<file path="src/sv/bqt_pkg.sv">
// ----------------------------------------------------------------------------
// bqt_pkg
// Shared constants, types and weight table for the biquadratic patch
// tessellator.
// ----------------------------------------------------------------------------
`default_nettype none

package bqt_pkg;

  localparam int LEVEL  = 5;
  localparam int NPTS   = 9;
  localparam int NATTR  = 10;
  localparam int ATTR_W = 32;
  localparam int PT_W   = NATTR * ATTR_W;
  localparam int ADDR_W = 4;
  localparam int LVL_W  = $clog2(LEVEL + 1);
  localparam int VIDX_W = 6;
  localparam int WGT_W  = 17;
  localparam int PROD_W = ATTR_W + WGT_W + 1;
  localparam int SHF_W  = PROD_W - 16;
  localparam int ACC_W  = SHF_W + 2;
  localparam int DEN    = LEVEL * LEVEL;
  localparam int ONE_Q  = 131072;

  localparam logic [ADDR_W-1:0] LAST_PT = ADDR_W'(NPTS - 1);

  typedef logic signed [ATTR_W-1:0] attr_t;

  typedef logic [2:0][LEVEL:0][WGT_W-1:0] wgt_tbl_t;

  // One blend term issued by the controller.
  typedef struct packed {
    logic              valid;
    logic              src_tmp;   // operand from row results, else from store
    logic [1:0]        row;       // row result read (column) or written (row)
    logic [ADDR_W-1:0] addr;      // store address
    logic [WGT_W-1:0]  wgt;
    logic              first;
    logic              last;
    logic              to_out;    // result goes to the output register
    logic [VIDX_W-1:0] vidx;
    logic              last_vtx;
  } cmd_t;

  typedef struct packed {
    logic busy;
    logic out_valid;
  } stat_t;

  // Q1.16 weights k (0: b^2, 1: 2ab, 2: a^2) for every step t of LEVEL,
  // rounded; evaluated once at elaboration.
  function automatic wgt_tbl_t build_wgt();
    wgt_tbl_t tbl;
    int s;
    int n;
    tbl = '0;
    for (int k = 0; k < 3; k++) begin
      for (int t = 0; t <= LEVEL; t++) begin
        s = LEVEL - t;
        case (k)
          0:       n = s * s;
          1:       n = 2 * s * t;
          default: n = t * t;
        endcase
        tbl[k][t] = WGT_W'((n * ONE_Q + DEN) / (2 * DEN));
      end
    end
    return tbl;
  endfunction

  localparam wgt_tbl_t WGT_TBL = build_wgt();

  // Table lookup of weight k at step t.
  function automatic logic [WGT_W-1:0] weight_f(input logic [1:0] k,
                                                input logic [LVL_W-1:0] t);
    return WGT_TBL[k][t];
  endfunction

endpackage

`default_nettype wire

</file>
<file path="src/sv/bqt_ctrl.sv">
// ----------------------------------------------------------------------------
// bqt_ctrl
// Sequencer: issues row-blend terms for every grid row and column-blend terms for every vertex.
// ----------------------------------------------------------------------------
`default_nettype none

module bqt_ctrl (
  input  wire logic                       clk,
  input  wire logic                       rst,
  input  wire logic                       in_valid,
  input  wire logic [bqt_pkg::ADDR_W-1:0] point_index,
  output      logic                       in_stall,
  input  wire bqt_pkg::stat_t             stat,
  output      bqt_pkg::cmd_t              cmd
);

  typedef enum logic [1:0] {S_IDLE, S_ROW, S_COL, S_WAIT} state_t;

  state_t                      state;
  state_t                      ret;
  logic [1:0]                  r;
  logic [1:0]                  c;
  logic [bqt_pkg::LVL_W-1:0]   i;
  logic [bqt_pkg::LVL_W-1:0]   j;
  logic [bqt_pkg::VIDX_W-1:0]  vidx;

  localparam logic [bqt_pkg::LVL_W-1:0] LVL_MAX = bqt_pkg::LVL_W'(bqt_pkg::LEVEL);

  assign in_stall = (state != S_IDLE);

  always_comb begin
    cmd          = '0;
    cmd.vidx     = vidx;
    cmd.last_vtx = (i == LVL_MAX) && (j == LVL_MAX);
    case (state)
      S_ROW: begin
        cmd.valid = 1'b1;
        cmd.row   = r;
        cmd.addr  = bqt_pkg::ADDR_W'(r) * bqt_pkg::ADDR_W'(3) + bqt_pkg::ADDR_W'(c);
        cmd.wgt   = bqt_pkg::weight_f(c, i);
        cmd.first = (c == 2'd0);
        cmd.last  = (c == 2'd2);
      end
      S_COL: begin
        cmd.valid   = 1'b1;
        cmd.src_tmp = 1'b1;
        cmd.row     = r;
        cmd.wgt     = bqt_pkg::weight_f(r, j);
        cmd.first   = (r == 2'd0);
        cmd.last    = (r == 2'd2);
        cmd.to_out  = 1'b1;
      end
      default: ;
    endcase
  end

  always_ff @(posedge clk) begin
    if (rst) begin
      state <= S_IDLE;
      ret   <= S_IDLE;
      r     <= '0;
      c     <= '0;
      i     <= '0;
      j     <= '0;
      vidx  <= '0;
    end else begin
      case (state)
        S_IDLE: begin
          if (in_valid && point_index == bqt_pkg::LAST_PT) begin
            state <= S_ROW;
            r     <= '0;
            c     <= '0;
            i     <= '0;
            j     <= '0;
            vidx  <= '0;
          end
        end
        S_ROW: begin
          if (c == 2'd2) begin
            c <= '0;
            if (r == 2'd2) begin
              r     <= '0;
              j     <= '0;
              ret   <= S_COL;
              state <= S_WAIT;
            end else begin
              r <= r + 2'd1;
            end
          end else begin
            c <= c + 2'd1;
          end
        end
        S_COL: begin
          if (r == 2'd2) begin
            r     <= '0;
            vidx  <= vidx + 1'b1;
            state <= S_WAIT;
            if (j != LVL_MAX) begin
              j   <= j + 1'b1;
              ret <= S_COL;
            end else if (i != LVL_MAX) begin
              i   <= i + 1'b1;
              ret <= S_ROW;
            end else begin
              ret <= S_IDLE;
            end
          end else begin
            r <= r + 2'd1;
          end
        end
        S_WAIT: begin
          // column terms may only start once the output register is free
          if (!stat.busy && (!stat.out_valid || ret != S_COL)) begin
            state <= ret;
          end
        end
        default: state <= S_IDLE;
      endcase
    end
  end

endmodule

`default_nettype wire

</file>
<file path="config.mk">
export PLATFORM = sky130hd
export DESIGN_NAME = bqt_ctrl
export DESIGN_NICKNAME = d
export VERILOG_FILES = /design/src/sv/bqt_pkg.sv /design/src/sv/bqt_ctrl.sv
export SDC_FILE = /design/constraint.sdc
export NUM_CORES = 1
export LEC_CHECK = 0
export ABC_AREA = 1
export BUFFER_PORTS_ARGS = -buffer_cell sky130_fd_sc_hd__buf_4
export CAP_MARGIN = 30
export CORE_ASPECT_RATIO = 1.75
export CORE_MARGIN = 3
export CORE_UTILIZATION = 56
export DETAILED_ROUTE_END_ITERATION = 7
export GPL_TIMING_DRIVEN = 0
export PLACE_DENSITY_LB_ADDON = 0.08
export SLEW_MARGIN = 30
export SYNTH_ARGS = -nofsm -noshare
export SYNTH_HDL_FRONTEND = slang
export SYNTH_SLANG_ARGS = --single-unit
</file>
<file path="constraint.sdc">
create_clock -name clk -period 1.88 [get_ports clk]
set_input_delay 0 -clock clk [delete_from_list [all_inputs] [get_ports clk]]
set_output_delay 0 -clock clk [all_outputs]
set_load 0.01 [all_outputs]
</file>
# After elaboration in Yosys (flattened, before gate mapping)
# Cells that the tools add are included.
totals:
  register_bits: 20
  wordCells: 102
op_classes:
  addsub: 6
  multipliers: 1
  order_cmp: 4
  n_eq_ne: 19
  muxes: 43
  n_reduce_logical: 22
ops:
  columns: ["cell", "n"]
  rows:
  - ["$bmux W102 S2", 2]
  - ["$mux W102", 2]
  - ["$bmux W17 S3", 2]
  - ["$pmux W19 S2", 1]
  - ["$mux W17", 2]
  - ["$mux W2", 13]
  - ["$mux W3", 8]
  - ["$ne A2 B2 Y1 const B", 9]
  - ["$mux W6", 2]
  - ["$pmux W6 S2", 1]
  - ["$pmux W3 S3", 1]
  - ["$reduce_and A3 Y1", 3]
  - ["$eq A2 B2 Y1 const B", 4]
  - ["$lt A3 B4 Y1 const B", 2]
  - ["$pmux W2 S2", 2]
  - ["$pmux W2 S4", 1]
  - ["$reduce_bool A2 Y1", 4]
  - ["$add A3 B1 Y3 const B", 2]
  - ["$add A6 B1 Y6 const B", 1]
  - ["$eq A3 B3 Y1 const B", 2]
  - ["$logic_not A2 Y1", 3]
  - ["$lt A2 B3 Y1 const B", 2]
  - ["$ne A3 B3 Y1 const B", 2]
  - ["$pmux W2 S3", 1]
  - ["other kinds (17)", 23]

# Logic depth before layout (Yosys ltp)
depth:
  ltp_word: 5
  ltp_mapped: 10

# Worst setup path after synthesis
# No wires, ideal clock.
synth_path:
  path_type: "register -> output"
  start: "register r[1]"
  end: "output cmd[29] in the netlist's numbering"
  t_arrival_ps: 1736
  path_slack_ps: 144
  path_stages_with_launch: 6
  path_cell_list: "dfxtp_1 -> fa_1 -> ha_1 -> fa_1 -> nand2_1 -> inv_1"
synth_rtl:
  columns: ["item", "line_no", "text"]
  rows:
  - ["start: declaration", "bqt_ctrl.sv:21", "logic [1:0] r;"]
  - ["start signal: assignment", "bqt_ctrl.sv:87", "r <= r + 2'd1;"]
  - ["start signal: assignment", "bqt_ctrl.sv:108", "r <= r + 2'd1;"]
  - ["end: declaration", "bqt_ctrl.sv:14", "output bqt_pkg::cmd_t cmd"]

==> flow_summary.toml <==
[run]
cap_viol_max_count = 0

[pwr]
max-vdd-ir-drop_v = 0.000706
switching_share_pct = 48.8
combPwrFrac_pct = 62.5
seqPwrFrac_pct = 23.5
power.total_mw = 2.43
p_clk_share_pct = 13.9
intPower_mw = 1.24
p_sw_mw = 1.19
p_per_area_nw_per_um2 = 842
p_leak_nw = 1.35

[detailed_routing]
vias = 2657
ant_nets = 0
drtPass1Iterations = 5
wl_per_cell_um = 14.7
wl_um = 6920
route.detailed.drc = 0
drt_first_iter_violations = 103
via_per_inst = 5.63

[global_routing]
grt_pass1_wl_um = 11300
grt_max_degree = 12
overflow = 0
grt_pass1_vias = 2565
grt_busiest_layer = "met2"
gr-usage-met1_pct = 32.3
grt_usage_pct = 31.3
use_met3_pct = 7.18
antenna_found_initial = 0
grt.met2_usage_pct = 51.5

[sta]
skew_ns = 0.00487
final_max_slew_viol_count = 0
rsz0062_at_grt = "true"
tightest_slew_ns = 0.506
fmax_mhz = 510
relSlewSlack_pct = 66.3
finalHoldViolations = 0
setup_violations = 1
timing.hold.ws_ns = 0.151
post-route-worst-setup-slack_ns = -0.0817
period_needed_ns = 1.96
post-route-period-util_pct = 104
setup_tns_ns = -0.0817

[worst_setup_path]
worst_path_most_repeated_cell = "fa_1"
crit_type = "register to primary output"
worstPathCellList = "fa_1, ha_2, fa_1, nand2_1, inv_2, buf_6"
crit_start = "c[1]"
r2r-start = "r[0]"
critical-path-max-stage-delay_ns = 0.54
crit_arrival_ns = 1.96
start_kind = "register"
end_kind = "primary output"
worst_path_max_delay_cell = "fa_1"
required_ns = 1.88
crit_path_max_fanout = 4

[clocking]
root_buffer = "clkbuf_8"
numCtsBuffers = 3
cts_tree = "done"
clockBufferDepth = 2
cts-htree-levels = 1
clock_sinks = 20
cts.clk_slew.worst_paths_ns = 0.08
ctsHoldBuffers = 0
clk_latency_ns = 0.27

[final_layout]
n_antenna_cell = 0
finalNonFillerCells = 472
utilization_pct = 77.2
final_cell_mix = "93 x nand2_1, 58 x buf_4, 37 x nand3_1"
multiInputGateArea_um2 = 1670
layout_commonest_cell = "nand2_1"
area.sequential_um2 = 423
drive_above_1_share_pct = 29.1
final.fill_count = 326
area_growth_pct = 29.3
nets = 460

[synth]
syn_area_um2 = 2230
ys.warnings.count = 0
ys_seq_area_share_pct = 17.9
ys_types = 30
synth_ff_type = "dfxtp_1"
syn_avg_cell_area_um2 = 6.01
ys_ff_latch = 20
async_flop_share_pct = 0
synth_edf_count = 0
synth.net_count = 404
synthCells = 371

[floorplan]
coreArea_um2 = 3740
die_h_um = 89.5
boundaryPins = 45
floorplan.initialDensity_pct = 59.7
die_area_um2 = 4810
rows = 29
fp.dieW_um = 53.7

[placement]
dp_hpwl_um = 4980
dp.cells = 460
portBuffers = 43
gp_congestion = 0.913

[run_status]
outcome = "complete, but fails checks"
violations = "negative setup slack"

[worst_hold_path]
hold_path.class = "primary input to register"
min-delay-start = "rst"
==> per-layer routing <==
metal,share of wire (%),vias up
met4,6.4,0
met3,6.0,38
met5,0,-
met2,50,123
li1,-,1317
met1,37,1179
==> through the flow <==
step / setup slack, ns / instance area [um^2]
after floorplan: 0.144 / 2230
after global placement: -0.0557 / 2610
after detailed placement: -0.119 / 2610
after CTS: -0.101 / 2760
after global routing: -0.173 / 2890
final: -0.0817 / 2890
==> cells in the mapped netlist, types with 5 or more instances <==
cell type	count	area [um^2]
o21ai_0	20	100
a21oi_1	37	185
o21ai_1	9	45.0
nand3_1	40	200
o211ai_1	5	37.5
inv_1	37	139
inv_2	7	26.3
dfxtp_1	20	400
nand2_1	97	364
nor2_1	35	131
ha_1	22	275
buf_4	7	52.6
nand4_1	6	37.5
buf_2	7	35.0
==> power by group through the flow <==
stage               clock (mW)  combinational, mW  sequential, mW
floorplan                    0              0.974           0.560
global placement             0               1.30           0.568
detailed placement           0               1.33           0.570
CTS                      0.344               1.41           0.560
global route             0.358               1.71           0.580
finish                   0.339               1.52           0.572
==> layout make-up <==
cell class / instances / share of cell area [%]
Multi-Input combinational cell: 290 / 57.8
Sequential cell: 20 / 14.7
Timing Repair Buffer: 51 / 13.5
Inverter: 44 / 6.03
Buffer: 17 / 4.12
Tap cell: 46 / 1.99
Clock buffer: 4 / 1.91
==> what timing repair did <==
item	CTS	global route
gates resized for setup	22	32
endpoints found under the hold margin	0	0
pin swaps	1	7
endpoints found under the setup margin	20	17
setup buffers	5	3
==> flip-flops by register name, summed over array words and instances (netlist names) <==
name,flops
i,3
j,3
r,2
vidx,6
ret,2
state,2
c,2
==> final timing paths <==
| path | slack (ns) | cells after the start | end |
|---|---|---|---|
| max | -0.08 | 6 | cmd[29] |
| min | 0.15 | 2 | ret[0] |
| max reg2reg | 0.20 | 9 | i[0] |
| min reg2reg | 0.47 | 2 | ret[1] |
==> kinds of logic after synthesis <==
| kind of cell | count (synthesis) | synth area share (%) |
|---|---|---|
| AO/OA/AOI/OAI | 76 | 18.6 |
| flip-flops | 20 | 17.9 |
| adder cells (fa/ha/maj) | 24 | 14.1 |
| XOR/XNOR | 1 | 0.393 |
| buffers and inverters | 61 | 12.2 |
| AND/OR/NAND/NOR | 189 | 36.8 |
==> critical path, delay by kind of cell, from the launching register on <==
family,cells,cell delay (ns)
adders and majority gates,3,1.11
and+or+nand+nor,1,0.08
DFF,1,0.36
buffers and inverters,2,0.14
(Power assumes the default switching activity.)
